**config.mk**
```make
export PLATFORM = sky130hd
export DESIGN_NAME = scancode_to_ascii_key_fifo
export DESIGN_NICKNAME = d
export VERILOG_FILES = /design/src/hdl/s2a_pkg.sv /design/src/hdl/scancode_to_ascii_key_fifo.sv /design/src/hdl/s2a_ram.sv /design/src/hdl/s2a_front.sv /design/src/hdl/s2a_opq.sv /design/src/hdl/s2a_back.sv
export SDC_FILE = /design/constraint.sdc
export NUM_CORES = 1
export LEC_CHECK = 0
export CAP_MARGIN = 20
export CORE_MARGIN = 2
export CORE_UTILIZATION = 60
export DETAILED_ROUTE_END_ITERATION = 8
export DONT_BUFFER_PORTS = 1
export PLACE_DENSITY_LB_ADDON = 0.2
export SYNTH_ARGS = -nofsm -noshare
export SYNTH_HDL_FRONTEND = slang
export SYNTH_SLANG_ARGS = --single-unit
```
**constraint.sdc**
```tcl
create_clock -name aclk -period 3 [get_ports aclk]
set_input_delay 0.15 -clock aclk [delete_from_list [all_inputs] [get_ports aclk]]
set_output_delay 0.15 -clock aclk [all_outputs]
set_load 0.01 [all_outputs]
```
**src/hdl/s2a_pkg.sv**
```systemverilog
// ----------------------------------------------------------------------------
// s2a_pkg
// Shared types, codes and the set 1 key map for the scancode-to-ASCII FIFO.
// ----------------------------------------------------------------------------
package s2a_pkg;

    // request kind carried on the input tuser bit
    localparam logic REQ_SCAN = 1'b0;
    localparam logic REQ_READ = 1'b1;

    localparam int  RELEASE_BIT  = 7;
    localparam logic [6:0] CODE_LSHIFT = 7'h2A;
    localparam logic [6:0] CODE_RSHIFT = 7'h36;

    localparam int CHAR_W = 7;
    localparam int OPQ_DEPTH = 2;

    typedef enum logic {
        OP_PUSH,
        OP_READ
    } op_kind_t;

    typedef struct packed {
        op_kind_t            kind;
        logic [CHAR_W-1:0]   ch;
    } op_t;

    typedef enum logic {
        BK_IDLE,
        BK_FETCH
    } back_state_t;

    // set 1 key map, plain and shifted; 0 means no character
    function automatic logic [CHAR_W-1:0] key_char(input logic [6:0] code,
                                                   input logic shifted);
        logic [CHAR_W-1:0] ch;
        begin
            case (code)
                7'h02: ch = shifted ? 7'h21 : 7'h31;
                7'h03: ch = shifted ? 7'h40 : 7'h32;
                7'h04: ch = shifted ? 7'h23 : 7'h33;
                7'h05: ch = shifted ? 7'h24 : 7'h34;
                7'h06: ch = shifted ? 7'h25 : 7'h35;
                7'h07: ch = shifted ? 7'h5E : 7'h36;
                7'h08: ch = shifted ? 7'h26 : 7'h37;
                7'h09: ch = shifted ? 7'h2A : 7'h38;
                7'h0A: ch = shifted ? 7'h28 : 7'h39;
                7'h0B: ch = shifted ? 7'h29 : 7'h30;
                7'h0C: ch = shifted ? 7'h5F : 7'h2D;
                7'h0D: ch = shifted ? 7'h2B : 7'h3D;
                7'h0E: ch = 7'h08;
                7'h0F: ch = 7'h09;
                7'h10: ch = shifted ? 7'h51 : 7'h71;
                7'h11: ch = shifted ? 7'h57 : 7'h77;
                7'h12: ch = shifted ? 7'h45 : 7'h65;
                7'h13: ch = shifted ? 7'h52 : 7'h72;
                7'h14: ch = shifted ? 7'h54 : 7'h74;
                7'h15: ch = shifted ? 7'h59 : 7'h79;
                7'h16: ch = shifted ? 7'h55 : 7'h75;
                7'h17: ch = shifted ? 7'h49 : 7'h69;
                7'h18: ch = shifted ? 7'h4F : 7'h6F;
                7'h19: ch = shifted ? 7'h50 : 7'h70;
                7'h1A: ch = shifted ? 7'h7B : 7'h5B;
                7'h1B: ch = shifted ? 7'h7D : 7'h5D;
                7'h1C: ch = 7'h0A;
                7'h1E: ch = shifted ? 7'h41 : 7'h61;
                7'h1F: ch = shifted ? 7'h53 : 7'h73;
                7'h20: ch = shifted ? 7'h44 : 7'h64;
                7'h21: ch = shifted ? 7'h46 : 7'h66;
                7'h22: ch = shifted ? 7'h47 : 7'h67;
                7'h23: ch = shifted ? 7'h48 : 7'h68;
                7'h24: ch = shifted ? 7'h4A : 7'h6A;
                7'h25: ch = shifted ? 7'h4B : 7'h6B;
                7'h26: ch = shifted ? 7'h4C : 7'h6C;
                7'h27: ch = shifted ? 7'h3A : 7'h3B;
                7'h28: ch = shifted ? 7'h22 : 7'h27;
                7'h29: ch = shifted ? 7'h7E : 7'h60;
                7'h2B: ch = shifted ? 7'h7C : 7'h5C;
                7'h2C: ch = shifted ? 7'h5A : 7'h7A;
                7'h2D: ch = shifted ? 7'h58 : 7'h78;
                7'h2E: ch = shifted ? 7'h43 : 7'h63;
                7'h2F: ch = shifted ? 7'h56 : 7'h76;
                7'h30: ch = shifted ? 7'h42 : 7'h62;
                7'h31: ch = shifted ? 7'h4E : 7'h6E;
                7'h32: ch = shifted ? 7'h4D : 7'h6D;
                7'h33: ch = shifted ? 7'h3C : 7'h2C;
                7'h34: ch = shifted ? 7'h3E : 7'h2E;
                7'h35: ch = shifted ? 7'h3F : 7'h2F;
                7'h37: ch = 7'h2A;
                7'h39: ch = 7'h20;
                default: ch = '0;
            endcase
            return ch;
        end
    endfunction

endpackage

```
**src/hdl/scancode_to_ascii_key_fifo.sv**
```systemverilog
// ----------------------------------------------------------------------------
// scancode_to_ascii_key_fifo
// Set 1 keyboard scancode to ASCII translator with a character ring buffer.
// ----------------------------------------------------------------------------
// Each input transaction is either a scancode byte (s_tuser = 0) or a request
// to read one character (s_tuser = 1). Scancodes update the held-shift flag or
// are mapped to ASCII and pushed into a ring of RING_DEPTH entries that keeps
// at most RING_DEPTH-1 characters; a character that finds the ring full is
// dropped, and a scancode never yields an output transaction. Each read yields
// exactly one output transaction: the oldest character with buffer_empty = 0,
// or 0 with buffer_empty = 1 when nothing is waiting. The front end takes one
// transaction per cycle as long as the two-entry operation queue has room.
// The back end retires one push per cycle except while it fetches a read:
// a read of a non-empty ring goes through BK_FETCH, as the RAM has registered
// read data, and no operation is taken until the character is in the result
// register. The ring needs no clearing after reset; it is ready at once.
// ----------------------------------------------------------------------------
module scancode_to_ascii_key_fifo #(
    parameter int RING_DEPTH = 16
) (
    input  logic       aclk,
    input  logic       aresetn,
    // input: tdata = scan_byte[7:0]; tuser = req_type
    input  logic       s_tvalid,
    output logic       s_tready,
    input  logic [7:0] s_tdata,
    input  logic       s_tuser,
    // output: tdata = ascii_char[6:0], buffer_empty[7]
    output logic       m_tvalid,
    input  logic       m_tready,
    output logic [7:0] m_tdata
);

    // operation handoff from front end to queue and from queue to back end
    logic          fq_valid;
    logic          fq_ready;
    s2a_pkg::op_t  fq_data;
    logic          qb_valid;
    logic          qb_pop;
    s2a_pkg::op_t  qb_data;

    // classify each transaction, track shift, map to ASCII
    s2a_front u_front (
        .aclk     (aclk),
        .aresetn  (aresetn),
        .s_tvalid (s_tvalid),
        .s_tready (s_tready),
        .s_tdata  (s_tdata),
        .s_tuser  (s_tuser),
        .op_valid (fq_valid),
        .op_ready (fq_ready),
        .op_data  (fq_data)
    );

    // hold pending operations so front and back stall independently
    s2a_opq u_opq (
        .aclk     (aclk),
        .aresetn  (aresetn),
        .wr_valid (fq_valid),
        .wr_ready (fq_ready),
        .wr_data  (fq_data),
        .rd_valid (qb_valid),
        .rd_pop   (qb_pop),
        .rd_data  (qb_data)
    );

    // ring buffer and result register
    s2a_back #(
        .RING_DEPTH (RING_DEPTH)
    ) u_back (
        .aclk     (aclk),
        .aresetn  (aresetn),
        .op_valid (qb_valid),
        .op_pop   (qb_pop),
        .op_data  (qb_data),
        .m_tvalid (m_tvalid),
        .m_tready (m_tready),
        .m_tdata  (m_tdata)
    );

endmodule

```
**src/hdl/s2a_ram.sv**
```systemverilog
// ----------------------------------------------------------------------------
// s2a_ram
// Generic single-write, single-read RAM with registered read data.
// ----------------------------------------------------------------------------
module s2a_ram #(
    parameter int WIDTH = 7,
    parameter int DEPTH = 16,
    localparam int AW = $clog2(DEPTH)
) (
    input  logic             aclk,
    input  logic             wr_en,
    input  logic [AW-1:0]    wr_addr,
    input  logic [WIDTH-1:0] wr_data,
    input  logic             rd_en,
    input  logic [AW-1:0]    rd_addr,
    output logic [WIDTH-1:0] rd_data
);

    logic [WIDTH-1:0] mem_reg [DEPTH];
    logic [WIDTH-1:0] rd_data_reg;

    always_ff @(posedge aclk) begin
        if (wr_en) begin
            mem_reg[wr_addr] <= wr_data;
        end
        if (rd_en) begin
            rd_data_reg <= mem_reg[rd_addr];
        end
    end

    assign rd_data = rd_data_reg;

endmodule

```
**src/hdl/s2a_front.sv**
```systemverilog
// ----------------------------------------------------------------------------
// s2a_front
// Accepts requests, tracks shift, maps scancodes and queues ring operations.
// ----------------------------------------------------------------------------
module s2a_front (
    input  logic           aclk,
    input  logic           aresetn,
    input  logic           s_tvalid,
    output logic           s_tready,
    input  logic [7:0]     s_tdata,
    input  logic           s_tuser,
    output logic           op_valid,
    input  logic           op_ready,
    output s2a_pkg::op_t   op_data
);

    logic                        shift_reg;
    logic                        shift_next;
    logic                        accept;
    logic                        is_release;
    logic [6:0]                  code;
    logic                        is_shift_key;
    logic [s2a_pkg::CHAR_W-1:0]  ch;

    assign s_tready     = op_ready;
    assign accept       = s_tvalid && op_ready;
    assign is_release   = s_tdata[s2a_pkg::RELEASE_BIT];
    assign code         = s_tdata[6:0];
    assign is_shift_key = (code == s2a_pkg::CODE_LSHIFT) || (code == s2a_pkg::CODE_RSHIFT);
    assign ch           = s2a_pkg::key_char(code, shift_reg);

    always_comb begin
        shift_next   = shift_reg;
        op_valid     = 1'b0;
        op_data.kind = s2a_pkg::OP_PUSH;
        op_data.ch   = ch;
        if (accept) begin
            if (s_tuser == s2a_pkg::REQ_READ) begin
                op_valid     = 1'b1;
                op_data.kind = s2a_pkg::OP_READ;
            end else if (is_shift_key) begin
                // press sets, release clears
                shift_next = !is_release;
            end else if (!is_release && (ch != '0)) begin
                op_valid = 1'b1;
            end
        end
    end

    always_ff @(posedge aclk) begin
        if (!aresetn) begin
            shift_reg <= 1'b0;
        end else begin
            shift_reg <= shift_next;
        end
    end

endmodule

```
**src/hdl/s2a_opq.sv**
```systemverilog
// ----------------------------------------------------------------------------
// s2a_opq
// Short register queue of ring operations between front and back.
// ----------------------------------------------------------------------------
module s2a_opq (
    input  logic           aclk,
    input  logic           aresetn,
    input  logic           wr_valid,
    output logic           wr_ready,
    input  s2a_pkg::op_t   wr_data,
    output logic           rd_valid,
    input  logic           rd_pop,
    output s2a_pkg::op_t   rd_data
);

    localparam int PW = $clog2(s2a_pkg::OPQ_DEPTH);
    localparam int CW = $clog2(s2a_pkg::OPQ_DEPTH + 1);

    s2a_pkg::op_t   slot_reg [s2a_pkg::OPQ_DEPTH];
    logic [PW-1:0]  wr_ptr_reg;
    logic [PW-1:0]  rd_ptr_reg;
    logic [CW-1:0]  count_reg;
    logic           do_wr;
    logic           do_rd;

    assign wr_ready = (count_reg != CW'(s2a_pkg::OPQ_DEPTH));
    assign rd_valid = (count_reg != '0);
    assign rd_data  = slot_reg[rd_ptr_reg];
    assign do_wr    = wr_valid && wr_ready;
    assign do_rd    = rd_pop && rd_valid;

    always_ff @(posedge aclk) begin
        if (do_wr) begin
            slot_reg[wr_ptr_reg] <= wr_data;
        end
    end

    always_ff @(posedge aclk) begin
        if (!aresetn) begin
            wr_ptr_reg <= '0;
            rd_ptr_reg <= '0;
            count_reg  <= '0;
        end else begin
            if (do_wr) begin
                wr_ptr_reg <= (wr_ptr_reg == PW'(s2a_pkg::OPQ_DEPTH - 1)) ? '0
                                                                            : wr_ptr_reg + 1'b1;
            end
            if (do_rd) begin
                rd_ptr_reg <= (rd_ptr_reg == PW'(s2a_pkg::OPQ_DEPTH - 1)) ? '0
                                                                            : rd_ptr_reg + 1'b1;
            end
            if (do_wr && !do_rd) begin
                count_reg <= count_reg + 1'b1;
            end else if (do_rd && !do_wr) begin
                count_reg <= count_reg - 1'b1;
            end
        end
    end

endmodule

```
**src/hdl/s2a_back.sv**
```systemverilog
// ----------------------------------------------------------------------------
// s2a_back
// Character ring and result register: runs queued push and read operations.
// ----------------------------------------------------------------------------
module s2a_back #(
    parameter int RING_DEPTH = 16
) (
    input  logic           aclk,
    input  logic           aresetn,
    input  logic           op_valid,
    output logic           op_pop,
    input  s2a_pkg::op_t   op_data,
    output logic           m_tvalid,
    input  logic           m_tready,
    output logic [7:0]     m_tdata
);

    localparam int PW = $clog2(RING_DEPTH);

    s2a_pkg::back_state_t        state_reg;
    s2a_pkg::back_state_t        state_next;
    logic [PW-1:0]               wp_reg;
    logic [PW-1:0]               wp_next;
    logic [PW-1:0]               rp_reg;
    logic [PW-1:0]               rp_next;
    logic                        out_valid_reg;
    logic                        out_valid_next;
    logic [s2a_pkg::CHAR_W-1:0]  out_char_reg;
    logic [s2a_pkg::CHAR_W-1:0]  out_char_next;
    logic                        out_empty_reg;
    logic                        out_empty_next;
    logic                        out_free;
    logic                        ring_empty;
    logic                        ring_full;
    logic [PW-1:0]               wp_inc;
    logic [PW-1:0]               rp_inc;
    logic                        ram_wr;
    logic                        ram_rd;
    logic [s2a_pkg::CHAR_W-1:0]  ram_q;

    assign wp_inc     = (wp_reg == PW'(RING_DEPTH - 1)) ? '0 : wp_reg + 1'b1;
    assign rp_inc     = (rp_reg == PW'(RING_DEPTH - 1)) ? '0 : rp_reg + 1'b1;
    assign ring_empty = (wp_reg == rp_reg);
    assign ring_full  = (wp_inc == rp_reg);
    assign out_free   = !out_valid_reg || m_tready;

    s2a_ram #(
        .WIDTH (s2a_pkg::CHAR_W),
        .DEPTH (RING_DEPTH)
    ) u_ring (
        .aclk    (aclk),
        .wr_en   (ram_wr),
        .wr_addr (wp_reg),
        .wr_data (op_data.ch),
        .rd_en   (ram_rd),
        .rd_addr (rp_reg),
        .rd_data (ram_q)
    );

    always_comb begin
        state_next     = state_reg;
        wp_next        = wp_reg;
        rp_next        = rp_reg;
        out_valid_next = out_valid_reg && !m_tready;
        out_char_next  = out_char_reg;
        out_empty_next = out_empty_reg;
        op_pop         = 1'b0;
        ram_wr         = 1'b0;
        ram_rd         = 1'b0;
        case (state_reg)
            s2a_pkg::BK_IDLE: begin
                if (op_valid) begin
                    if (op_data.kind == s2a_pkg::OP_PUSH) begin
                        op_pop = 1'b1;
                        // drop the character when the ring is full
                        if (!ring_full) begin
                            ram_wr  = 1'b1;
                            wp_next = wp_inc;
                        end
                    end else if (out_free) begin
                        op_pop = 1'b1;
                        if (ring_empty) begin
                            out_valid_next = 1'b1;
                            out_char_next  = '0;
                            out_empty_next = 1'b1;
                        end else begin
                            ram_rd     = 1'b1;
                            rp_next    = rp_inc;
                            state_next = s2a_pkg::BK_FETCH;
                        end
                    end
                end
            end
            s2a_pkg::BK_FETCH: begin
                if (out_free) begin
                    out_valid_next = 1'b1;
                    out_char_next  = ram_q;
                    out_empty_next = 1'b0;
                    state_next     = s2a_pkg::BK_IDLE;
                end
            end
            default: begin
                state_next = s2a_pkg::BK_IDLE;
            end
        endcase
    end

    always_ff @(posedge aclk) begin
        if (!aresetn) begin
            state_reg     <= s2a_pkg::BK_IDLE;
            wp_reg        <= '0;
            rp_reg        <= '0;
            out_valid_reg <= 1'b0;
        end else begin
            state_reg     <= state_next;
            wp_reg        <= wp_next;
            rp_reg        <= rp_next;
            out_valid_reg <= out_valid_next;
        end
    end

    always_ff @(posedge aclk) begin
        out_char_reg  <= out_char_next;
        out_empty_reg <= out_empty_next;
    end

    assign m_tvalid = out_valid_reg;
    assign m_tdata  = {out_empty_reg, out_char_reg};

endmodule

```
# Word level (Yosys, flattened, before mapping)
# Memories as Yosys holds them, arrays and structs flattened. A register that Yosys moved wholly into a read port is not among the register bits.
# Index checks and enable logic that the tools add are counted.
dict set report word_totals {
  regBits 23
  latch_bits 0
  ramBits 128
  mem_bits_ro 0
  in_bits 13
  word_cells 207
  n_memories 2
}
dict set report op_classes {
  n_addsub 6
  n_mul 0
  n_div 0
  order_cmp 0
  eq_ne 64
  n_shift 0
  n_mux 99
  n_bitwise 5
  n_reduce_logical 21
}
# memory words word_bits rd rd_ports_with_merged_regs write_ports line
set mem_list {}
lappend mem_list {u_back.u_ring.mem_reg 16 7 1 1 1 s2a_ram.sv:19} ;# logic [WIDTH-1:0] mem_reg [DEPTH];
lappend mem_list {u_opq.slot_reg 2 8 1 1 1 s2a_opq.sv:19} ;# s2a_pkg::op_t slot_reg [s2a_pkg::OPQ_DEPTH];
# op n
set op_table {}
lappend op_table {{$pmux W7 S52} 1}
lappend op_table {{$eq A7 B6 Y1 const B} 25}
lappend op_table {{$mux W6} 29}
lappend op_table {{$eq A7 B5 Y1 const B} 15}
lappend op_table {{$mux W5} 13}
lappend op_table {{$eq A7 B4 Y1 const B} 8}
lappend op_table {{$mux W7} 8}
lappend op_table {{$mux W1} 39}
lappend op_table {{$eq A7 B3 Y1 const B} 4}
lappend op_table {{$eq A7 B2 Y1 const B} 2}
lappend op_table {{$pmux W7 S2} 1}
lappend op_table {{$reduce_and A5 Y1} 2}
lappend op_table {{$add A4 B1 Y4 const B} 2}
lappend op_table {{$eq A4 B4 Y1} 2}
lappend op_table {{$eq A4 B4 Y1 const B} 2}
lappend op_table {{$mux W4} 2}
lappend op_table {{$logic_and A1 B1 Y1} 7}
lappend op_table {{$reduce_bool A7 Y1} 1}
lappend op_table {{$ne A2 B1 Y1 const B} 3}
lappend op_table {{$ne A2 B2 Y1 const B} 3}
lappend op_table {{$pmux W1 S2} 3}
lappend op_table {{$logic_not A1 Y1} 5}
lappend op_table {{$not A1 Y1} 5}
lappend op_table {{$mux W2} 2}
lappend op_table {{other kinds (8)} 11}

# Logic depth before layout (Yosys ltp)
# Gate-level depths: netlist of the first run.
dict set report depth {
  word_depth 13
  depth_mapped 11
  depth_no_buf 9
}

# Cells and area by module
# A second synthesis of the first run with hierarchy kept.
dict set report hier_totals {
  cells_unflattened 571
  area_unflattened_um2 7780.0
}
# mod instances cells_each area_per_inst_um2
set by_module_without_submodules {}
lappend by_module_without_submodules {s2a_ram 1 203 4600.7}
lappend by_module_without_submodules {s2a_front 1 228 1421.4}
lappend by_module_without_submodules {s2a_back 1 90 948.4}
lappend by_module_without_submodules {s2a_opq 1 50 809.5}

# Worst setup path before layout of the first run
# OpenSTA, ideal clock, no wires.
dict set report synth_timing {
  kind {reg-to-reg}
  startpoint {register u_back.wp_reg[0]}
  endpoint {memory u_back.u_ring.mem_reg[15][0] (enable)}
  t_arrival_ns 2.033
  required_time_ns 2.635
  path_slack_ns 0.603
  path_stages_with_launch 8
  period_less_slack_ns 2.397
  path_cell_list {dfxtp_1 ha_1 inv_1 a311oi_2 xor2_1 a21oi_1 buf_2 nor2b_1}
}
dict set report synth_via {
  elab_chain_len 9
  word_cells_on_any_way 10
}
# item line
set synth_rtl {}
lappend synth_rtl {{start, declared} s2a_back.sv:22} ;# logic [PW-1:0] wp_reg;
lappend synth_rtl {{start signal, assigned} s2a_back.sv:116} ;# wp_reg <= wp_next;
lappend synth_rtl {{$add A4 B1 Y4 or $eq A4 B4 Y1 (tied branches)} s2a_back.sv:41} ;# assign wp_inc = (wp_reg == PW'(RING_DEPTH - 1)) ? '0 : wp_reg + 1'b1;
lappend synth_rtl {{$mux W4} s2a_back.sv:41}
lappend synth_rtl {{$eq A4 B4 Y1} s2a_back.sv:44} ;# assign ring_full = (wp_inc == rp_reg);
lappend synth_rtl {{$mux W1} s2a_back.sv:76} ;# if (!ring_full) begin
lappend synth_rtl {{$mux W1} s2a_back.sv:73} ;# if (op_data.kind == s2a_pkg::OP_PUSH) begin
lappend synth_rtl {{$mux W1} s2a_back.sv:72} ;# if (op_valid) begin
lappend synth_rtl {{$mux W1} s2a_back.sv:70} ;# case (state_reg)
lappend synth_rtl {{$mux W1} s2a_ram.sv:23} ;# if (wr_en) begin
lappend synth_rtl {{$mux W1 (implied by the code)} s2a_ram.sv:24} ;# mem_reg[wr_addr] <= wr_data;
lappend synth_rtl {{end, declared} s2a_ram.sv:19}
# Several ways; a longest one is shown, not always the timed one.

# Final worst setup path of the first run
dict set report layout_timing {
  startpoint {register u_back.wp_reg[0]}
  endpoint {memory u_back.u_ring.mem_reg[3][2] (enable)}
}
# Same word-level chain as after synthesis.

==> impl_metrics.yaml, run 1 <==
power:
  p_leak_nw: 2.73
  power.density_mw_per_mm2: 713
  finalPower_mw: 6.07
  vdd_ir_drop_max_mv: 0.407
logic_synthesis:
  syn_area_mm2: 0.00779
  ys_async_sr_fraction_pct: 0
  yosysUniqueCellTypes: 70
  synth_edf_count: 143
  syn_avg_cell_area_um2: 13.9
  synth_fp_nets: 580
  ys_ff_latch: 159
  seq_area_frac_synth_pct: 59.2
  yosys_warnings: 0
  ys.flop_type: "edfxtp_1"
  netlist_instances: 561
layout:
  drive_above_1_share_pct: 17.9
  areaGrowthSynthToFinish_pct: 9.17
  num_antenna_cells: 0
  nets: 565
  fillCellCount: 862
  multiInputGateArea_mm2: 0.00292
  regArea_mm2: 0.00462
  largest_register_ffs: 112
floorplanning:
  io_pins: 23
  num_rows: 41
  start_util_pct: 61.5
  die_area_mm2: 0.0139
  die_h_um: 118
  core-area_mm2: 0.0127
  die_w_um: 118
clocking:
  cts.sinks: 159
  clkTransAtPathRegs_ps: 60
  post_cts_buffers: 0
  clockBufferDepth: 2
  cts_resized: 0
  cts_buffers: 17
  cts_root_buffer: "clkbuf_16"
  clk-insertion-delay-late_ps: 430
  cts_tree: "built"
  htreeDepth: 4
sta:
  holdWs_ps: 15.8
  fin_skew_ps: 7.47
  slew_headroom_pct: 40.6
  final.min_clock_period_ps: 2690
  post-route-period-util_pct: 89.8
  rsz0062_at_grt: "no"
  hold_viol: 0
  drv_slew: 0
  clock.fmax_mhz: 371
  final.setup.tns_ps: 0
  max_slew.worst_pin.slew_ps: 889
  finalSetupViolations: 0
global_route:
  overflow: 0
  grt_usage_pct: 24.8
  grt_antenna_before_repair: 0
  grt_pass1_vias: 4519
  grt_max_degree: 56
  grt_pass1_wl_um: 26000
routing:
  drt_pre_antenna_iters: 5
  routedWlPerCell_um: 23.0
  first_iter_violations: 464
  vias_per_cell: 6.59
  drc: 0
  met1_length_um: 7090
  ant_nets: 0
  wl_um: 16800
  met3_wirelength_um: 1020
  wl_met2_um: 8230
  topRoutingLayerUsed: "met4"
  vias: 4816
place:
  portBuffers: 0
  post-dp-hpwl_um: 10700
  globalplace.congestion: 0.930
run:
  maxCapViolCount: 0
critical_path:
  crit_required_ps: 3090
  cp_max_fo: 8
  critPathArrivalTime_ps: 2790
  cp_num_buf_inv: 1
  crit_type: "flip-flop to flip-flop"
  max_stage_delay_ps: 610
  startpoint_type: "flip-flop"
  crit_family: "compound AO/OA/AOI/OAI gates"
  cp_cell_sequence: "ha_1 > inv_1 > a311oi_2 > xor2_1 > a211oi_1 > and2_1"
  cp_slowest_cell: "a211oi_1"
  end_kind: "flip-flop"
min_path:
  hold_class: "input port to flip-flop"
run_status:
  status: "completed"
[cells by family (layout without fill, tap and decap cells)]
kind of cell	count (synthesis)	count (layout)	share of synthesized area (%)
simple gates	172	172	13.2
flops	159	159	59.2
compound gates	100	100	8.98
buf+inv	56	54	3.29
mux	52	52	12.5
xor+xnor	16	16	1.80
fa+ha+maj	6	6	0.964
[cell usage after synthesis (all sizes together) (5+ instances only)]
master / number / area, um^2
inv: 9 / 33.8
nand3: 9 / 45.0
xnor2: 10 / 87.6
nor4: 5 / 46.3
a21oi: 18 / 90.1
nor3b: 9 / 77.6
nor2: 16 / 60.1
nand3b: 7 / 52.6
nand2b: 16 / 100
nand2: 28 / 108
and2: 17 / 106
a21boi: 6 / 45.1
ha: 6 / 75.1
nor3: 12 / 60.1
and3: 14 / 87.6
mux2: 8 / 90.1
mux4: 35 / 788
o21ai: 20 / 100
o32ai: 5 / 43.8
xor2: 6 / 52.6
clkbuf: 16 / 60.1
buf: 31 / 163
mux2i: 9 / 93.8
or3b: 6 / 52.6
nor2b: 15 / 93.8
dfxtp: 16 / 320
edfxtp: 143 / 4290
[worst min-delay path, cell delays in order]
cell and delay, ps:
nor3b_2 20, mux2i_1 120, and2_1 120
[layout make-up]
type,count,share of cell area [%]
Tap cell,172,2.53
Multi-Input combinational cell,346,34.3
Inverter,9,0.397
Clock buffer,19,5.33
Clock inverter,13,1.77
Timing Repair Buffer,13,1.38
Sequential cell,159,54.3
[final timing paths]
| path | start | to | slack [ps] | depth (start not counted) |
|---|---|---|---|---|
| worst max-delay path | u_back.wp_reg[0] | u_back.u_ring.mem_reg[3][2] | 310 | 6 |
| worst min-delay path | s_tuser | u_front.shift_reg | 20 | 3 |
| worst max register to register | u_back.wp_reg[0] | u_back.u_ring.mem_reg[3][2] | 310 | 6 |
| worst min register to register | u_back.u_ring.rd_data[1] | u_back.out_char_reg[1] | 530 | 1 |
[where the power goes]
part / switching, mW / internal, mW / leakage, nW
logic: 0.608 / 0.435 / 1.02
registers: 0.125 / 2.73 / 1.43
clock network: 0.883 / 1.28 / 0.285
total: 1.62 / 4.45 / 2.73
[stage by stage]
| stage | instance area, um^2 | worst slack (ps) | cells | utilization, % |
|---|---|---|---|---|
| 3_5_place_dp | 7870 | 364 | 696 | 62.1 |
| 3_3_place_gp | 7870 | 524 | 696 | 62.1 |
| 4_1_cts | 8500 | 346 | 731 | 67.1 |
| 2_1_floorplan | 7790 | 603 | 561 | - |
| 5_1_grt | 8500 | 260 | 731 | 67.1 |
| 6_report | 8500 | 307 | 731 | 67.1 |
[repair_timing]
| action | CTS | global route |
|---|---|---|
| setup endpoints to repair | 0 | 0 |
| hold endpoints to repair | 15 | 0 |
| hold buffers | 3 | 0 |
[routing by layer]
metal  vias to the layer above  track usage, %
li1                       2164               -
met1                      2389            34.6
met2                       225            39.1
met3                        38            4.31
met4                         0            10.0
met5                         -               0
[cells in the final DEF, fill, tap and decap left out, types with 4 or more instances in the layout]
cell type   netlist  layout
a21boi_0          5       5
a21oi_1          18      18
a22o_1            4       4
a22oi_1           4       4
a31oi_1           4       4
and2_1           17      17
and3_1           14      14
and3b_1           4       4
buf_4             2       9
clkbuf_16         0      17
clkinvlp_4        0       4
dfxtp_1          16      15
edfxtp_1        143     143
ha_1              6       6
inv_1             9       9
inv_6             0       4
mux2_2            8       8
mux2i_1           8       8
mux4_2           35      35
nand2_1          27      27
nand2b_1         16      16
nand3_1           9       9
nand3b_1          7       7
nor2_1           16      16
nor2b_1          15      15
nor3_1           12      12
nor3b_1           7       7
nor4_1            4       4
o21ai_0          20      20
o21bai_1          4       4
o22ai_1           4       4
o32ai_1           5       5
or3b_2            4       4
xnor2_1          10      10
xor2_1            6       6
Note: power is estimated with default switching activity, not from simulation.
==> run 2, diff against run 1 <==
--- a/config.mk
+++ b/config.mk
@@ -7,10 +7,12 @@
 export LEC_CHECK = 0
 export CAP_MARGIN = 20
 export CORE_MARGIN = 2
-export CORE_UTILIZATION = 60
+export CORE_UTILIZATION = 46
+export CTS_CLUSTER_SIZE = 16
 export DETAILED_ROUTE_END_ITERATION = 8
 export DONT_BUFFER_PORTS = 1
 export PLACE_DENSITY_LB_ADDON = 0.2
 export SYNTH_ARGS = -nofsm -noshare
 export SYNTH_HDL_FRONTEND = slang
+export SYNTH_HIERARCHICAL = 1
 export SYNTH_SLANG_ARGS = --single-unit
==> run 2 against run 1 <==
  * Total power fell by 2.6%
  * Maximum frequency fell by 3.8%
  * Routed wire length rose by 0.87%
  * Critical endpoint is now u_back/u_ring/mem_reg[2][0]
  * Worst setup slack got worse by 110 ps
  * Non-clock buffer count rose by 8
  * Worst hold slack improved by 16 ps
  * Critical path type unchanged
  * Final area rose by 0.85%
  * First-iteration DRC count fell by 8.0%
==> impl_metrics.yaml, run 2 <==
routing:
  drt_pre_antenna_iters: 5
  vias: 4873
  first_iter_violations: 427
  ant_nets: 0
  wl_um: 17000
  routedWlPerCell_um: 21.1
  vias_per_cell: 6.05
  drc: 0
layout:
  final_area_mm2: 0.00858
  multiInputGateArea_mm2: 0.00290
  largest_register_ffs: 112
  drive_above_1_share_pct: 14.0
  areaGrowthSynthToFinish_pct: 10.2
  final_common_cell: "edfxtp_1"
  num_antenna_cells: 0
  regArea_mm2: 0.00462
  nets: 588
  mostFrequentLayoutCells: "edfxtp_1 (143), nor2_1 (37), nand2_1 (32), a21oi_1 (22), nor2b_1 (20)"
  fillCellCount: 1363
place:
  post-dp-hpwl_um: 11400
  globalplace.congestion: 0.982
  placed_area_mm2: 0.00795
  dp_slack_ps: 237
  portBuffers: 0
power:
  power_switching_mw: 1.57
  pwr-share-comb_pct: 16.5
  p_leak_nw: 2.80
  vdd_ir_drop_max_mv: 0.406
  clkPwrFrac_pct: 35.5
  swShare_pct: 26.5
  seqPwrFrac_pct: 48.0
  p_int_mw: 4.34
  power.density_mw_per_mm2: 689
global_route:
  grt_pass1_vias: 4784
  grt_use_met1_pct: 27.0
  grtUsageMet3_pct: 4.12
  grt_usage_pct: 19.4
  grt-busiest-layer: "met2"
  grt_antenna_before_repair: 0
  grt_pass1_wl_um: 26400
  grt_max_degree: 39
  use_met2_pct: 30.9
  overflow: 0
sta:
  max_slew.worst_pin.slew_ps: 692
  fin_skew_ps: 10.1
  post-route-period-util_pct: 93.3
  slew_headroom_pct: 53.7
  fin_ws_ps: 201
  finalSetupViolations: 0
  clock.fmax_mhz: 357
  hold_viol: 0
  final.setup.tns_ps: 0
  final.min_clock_period_ps: 2800
  drv_slew: 0
  rsz0062_at_grt: "no"
critical_path:
  crit_required_ps: 3050
  startpoint_type: "flip-flop"
  critPathArrivalTime_ps: 2850
  end_kind: "flip-flop"
  crit_type: "flip-flop to flip-flop"
  rr_worst_depth: 7
  cp_max_fo: 8
logic_synthesis:
  yosys_warnings: 6
  synth_edf_count: 143
  seq_area_frac_synth_pct: 59.3
  yosysTopAreaCellShare_pct: 55.2
  ys_ff_latch: 159
  yosysUniqueCellTypes: 81
  ys_async_sr_fraction_pct: 0
  synthTopCellsByCount: "edfxtp_1 (143), nor2_1 (37), nand2_1 (32), a21oi_1 (22), buf_2 (22)"
  synth_fp_nets: 587
  ys.flop_type: "edfxtp_1"
  synth_area_leaders: "edfxtp_1 (55%), mux4_1 (5.7%), dfxtp_1 (4.1%)"
  netlist_instances: 571
  synth.most_common_cell: "edfxtp_1"
  syn_avg_cell_area_um2: 13.6
  synth_top_area_cell: "edfxtp_1"
  syn_area_mm2: 0.00778
clocking:
  clk-insertion-delay-late_ps: 420
  clockBufferDepth: 2
  cts_root_buffer: "clkbuf_16"
  cts_buffers: 17
  clkTransAtPathRegs_ps: 60
  htreeDepth: 4
  cts.sinks: 159
  cts_tree: "built"
floorplanning:
  die_h_um: 134
  die_w_um: 134
  io_pins: 23
  core-area_mm2: 0.0166
  num_rows: 47
  start_util_pct: 46.9
  die_area_mm2: 0.0180
min_path:
  hold_class: "input port to flip-flop"
  min_path_cells: 2
run_status:
  status: "completed"
run:
  maxCapViolCount: 0
run 2: changes by cell type in the layout (fill, tap and decap cells not counted), moves of 5 or more:
cell | previous run | this run
mux4_2 | 35 | 11
nor2_1 | 16 | 37
mux4_1 | 0 | 17
a22oi_1 | 4 | 15
buf_4 | 9 | 17
nand4_1 | 2 | 9
nor3_1 | 12 | 5
o21ai_0 | 20 | 13
and2_1 | 17 | 11
and3_1 | 14 | 8
nand2_1 | 27 | 32
nor2b_1 | 15 | 20
o21ai_1 | 0 | 5
run 2: cells by family (layout without fill, tap and decap cells):
logic type / after synthesis / in the layout / share of synthesized area [%]
buf+inv: 49 / 63 / 3.46
compound gates: 108 / 108 / 9.65
fa+ha+maj: 3 / 3 / 0.483
flops: 159 / 159 / 59.3
xor+xnor: 15 / 15 / 1.69
simple gates: 192 / 192 / 14.1
mux: 45 / 45 / 11.3
run 2: power groups by stage:
stage / Combinational (mW) / Sequential, mW / Clock [mW]
after detailed placement: 0.961 / 2.89 / 0
after global placement: 0.933 / 2.88 / 0
after global routing: 1.06 / 2.85 / 2.24
after CTS: 0.972 / 2.84 / 2.14
after floorplan: 0.722 / 2.86 / 0
final: 0.975 / 2.84 / 2.10
run 2: worst max-delay path, stage by stage, from the launching register on:
cell      delay, ps
dfxtp_1         470
ha_1            290
inv_1            70
a311oi_2        300
xnor2_1         170
a21boi_4        170
or3b_2          500
nor2_1          470
run 2: layer usage:
layer	wire length, um	part of all wire (%)
met2	8120	48
met4	286	1.7
met5	0	0
met1	7540	44
met3	1010	6.0
run 2: worst paths after layout:
kind	from	end	slack [ps]
worst max-delay path	u_back/wp_reg[0]	u_back/u_ring/mem_reg[2][0]	200
worst min-delay path	s_tdata[3]	u_opq/slot_reg[1][6]	30
worst max register to register	u_back/wp_reg[0]	u_back/u_ring/mem_reg[2][0]	200
worst min register to register	u_opq/rd_ptr_reg	u_opq/rd_ptr_reg	500
run 2: final cells by class:
type                            count  area share, %
Sequential cell                   159           53.8
Clock inverter                     14           1.79
Multi-Input combinational cell    363           33.8
Clock buffer                       18           5.00
Inverter                           10          0.438
Timing Repair Buffer               21           1.96
Tap cell                          220           3.21
run 2: repair_timing:
item                      4_1_cts  5_1_grt
gates resized for setup         0        0
hold endpoints to repair       18        0
hold buffers                    4        0
buffers inserted                0        0
run 2: metrics by stage:
step / std cells / hold WS, ps / total power [mW] / util [%]
global route: 805 / 28.1 / 6.15 / 51.7
detailed placement: 769 / 278 / 3.85 / 48.0
CTS: 805 / 16.3 / 5.95 / 51.7
global placement: 769 / 276 / 3.81 / 48.0
finish: 805 / 31.9 / 5.91 / 51.7
floorplan: 571 / 272 / 3.58 / -
==> run 3, diff against run 2 <==
==> constraint.sdc (replaced) <==
create_clock -name aclk -period 3 [get_ports aclk]
set_input_delay 0.3 -clock aclk [delete_from_list [all_inputs] [get_ports aclk]]
set_output_delay 0.3 -clock aclk [all_outputs]
set_load 0.01 [all_outputs]
==> run 3 against run 2 <==
  * Clock skew decreased by 1.9 ps
  * Clock power about the same
  * Flip-flop and latch count unchanged
  * Critical path depth fell by 1
  * Final area down 0.26%
  * Worst hold slack gained 3.3 ps
  * Core utilization down 0.14 points
  * Global-route usage increased by 0.74 points
  * Final cell count is 0.12% lower
  * Count of clock-buffer cells in the layout decreased by 1
  * Maximum frequency is 0.19% higher
  * First-iteration DRC count up 14%
==> impl_metrics.yaml, run 3 (synthesized netlist as in run 2, its figures left out) <==
run_status:
  status: "completed"
critical_path:
  r2r_start: "u_back/wp_reg[3]"
  cp_max_fo: 10
  rr_worst_depth: 6
  critPathArrivalTime_ps: 2850
  cp_cell_sequence: "and4b_1 > a311oi_2 > xnor2_1 > a21boi_4 > or3b_2 > nor2_1"
  crit_type: "flip-flop to flip-flop"
  crit_family: "simple AND/OR/NAND/NOR gates"
  reg2reg_slack_ps: 210
  max_stage_delay_ps: 520
  end_kind: "flip-flop"
  startpoint_type: "flip-flop"
  cp_slowest_cell: "or3b_2"
  cp_num_buf_inv: 0
  crit_required_ps: 3050
  critical_path.startpoint: "u_back/wp_reg[3]"
  rr_endpoint: "u_back/u_ring/mem_reg[1][5]"
floorplanning:
  die_h_um: 134
  io_pins: 23
  start_util_pct: 46.9
  die_w_um: 134
  num_rows: 47
  core-area_mm2: 0.0166
  die_area_mm2: 0.0180
clocking:
  cts_resized: 0
  cts_root_buffer: "clkbuf_16"
  clkTransAtPathRegs_ps: 70
  cts_buffers: 17
  cts_tree: "built"
  cts.sinks: 159
  clk-insertion-delay-late_ps: 420
  clockBufferDepth: 2
  htreeDepth: 4
min_path:
  hold_path_end: "u_back/wp_reg[0]"
  min_path_cells: 2
  min_from: "aresetn"
  hold_class: "input port to flip-flop"
place:
  dp.cells: 771
  portBuffers: 0
  post-dp-hpwl_um: 11400
  globalplace.congestion: 0.958
  dp_slack_ps: 247
sta:
  rsz0062_at_grt: "no"
  fin_skew_ps: 8.24
  hold_viol: 0
  clock.fmax_mhz: 358
  slew_headroom_pct: 51.4
  drv_slew: 0
  final.setup.tns_ps: 0
  final.min_clock_period_ps: 2790
  fin_ws_ps: 206
  max_slew.worst_pin.slew_ps: 726
  post-route-period-util_pct: 93.1
  finalSetupViolations: 0
global_route:
  grt_max_degree: 39
  overflow: 0
  grt_pass1_vias: 4849
  grt_pass1_wl_um: 27400
  grt_antenna_before_repair: 0
  grt_usage_pct: 20.1
layout:
  areaGrowthSynthToFinish_pct: 9.94
  nets: 587
  largest_register_ffs: 112
  instances_no_fill: 804
  drive_above_1_share_pct: 14.7
  num_antenna_cells: 0
  final_common_cell: "edfxtp_1"
  finish.utilization_pct: 51.6
  mostFrequentLayoutCells: "edfxtp_1 (143), nor2_1 (37), nand2_1 (32), a21oi_1 (22), nor2b_1 (20)"
routing:
  vias: 4984
  first_iter_violations: 486
  routedWlPerCell_um: 21.7
  wl_um: 17500
  vias_per_cell: 6.20
  drc: 0
  ant_nets: 0
  drt_pre_antenna_iters: 5
power:
  power.density_mw_per_mm2: 689
  vdd_ir_drop_max_mv: 0.357
  p_leak_nw: 2.80
run:
  maxCapViolCount: 0
-- run 3: metal layers --
metal	routed length, um	track usage (%)	vias up
met3	1020	3.51	23
met5	0	0	-
li1	-	-	2247
met4	291	6.67	0
met2	8420	32.4	202
met1	7730	28.0	2512
-- run 3: per-stage QoR --
step | instance area [um^2] | power (mW) | hold WS, ps
after floorplan | 7780 | 3.58 | 422
after global placement | 7970 | 3.82 | 426
after detailed placement | 7970 | 3.85 | 430
after CTS | 8550 | 5.94 | 13.1
after global routing | 8550 | 6.11 | 21.5
final | 8550 | 5.90 | 35.3
-- run 3: worst reg2reg max path, delay by kind of cell, from the launching register on --
family | cells | cell delay, ps
and+or+nand+nor | 3 | 1270
AOI/OAI and AO/OA | 2 | 480
xor gates and xnor gates | 1 | 170
DFF | 1 | 510
-- run 3: layout make-up --
| class | instances | area (um^2) |
|---|---|---|
| fillers | 1389 | 8030 |
| flip-flops and latches | 159 | 4620 |
| multi-input cells | 363 | 2900 |
| clock buffers | 17 | 425 |
| well taps | 220 | 275 |
| repair buffers | 20 | 153 |
| clock inverters | 15 | 150 |
| inverters | 10 | 37.5 |
-- run 3: worst max-delay path by stage --
stage	slack, ps	end	depth (start not counted)
final	210	u_back/u_ring/mem_reg[1][5]	6
after global routing	70	u_back/u_ring/mem_reg[1][2]	7
after CTS	230	u_back/u_ring/mem_reg[1][2]	6
after detailed placement	250	u_back/u_ring/mem_reg[11][2]	7
after global placement	350	u_back/u_ring/mem_reg[1][4]	7
after floorplan	80	u_back/u_ring/mem_reg[0][0]	7
-- run 3: repair_timing --
item | 4_1_cts | 5_1_grt
buffers inserted | 0 | 0
hold buffers | 1 | 0
endpoints found under the hold margin | 5 | 0
-- run 3: power breakdown --
part / leakage, nW / internal [mW] / switching [mW]
Sequential: 1.42 / 2.74 / 0.0850
Clock: 0.282 / 1.17 / 0.916
Combinational: 1.09 / 0.365 / 0.625
Total: 2.80 / 4.27 / 1.63
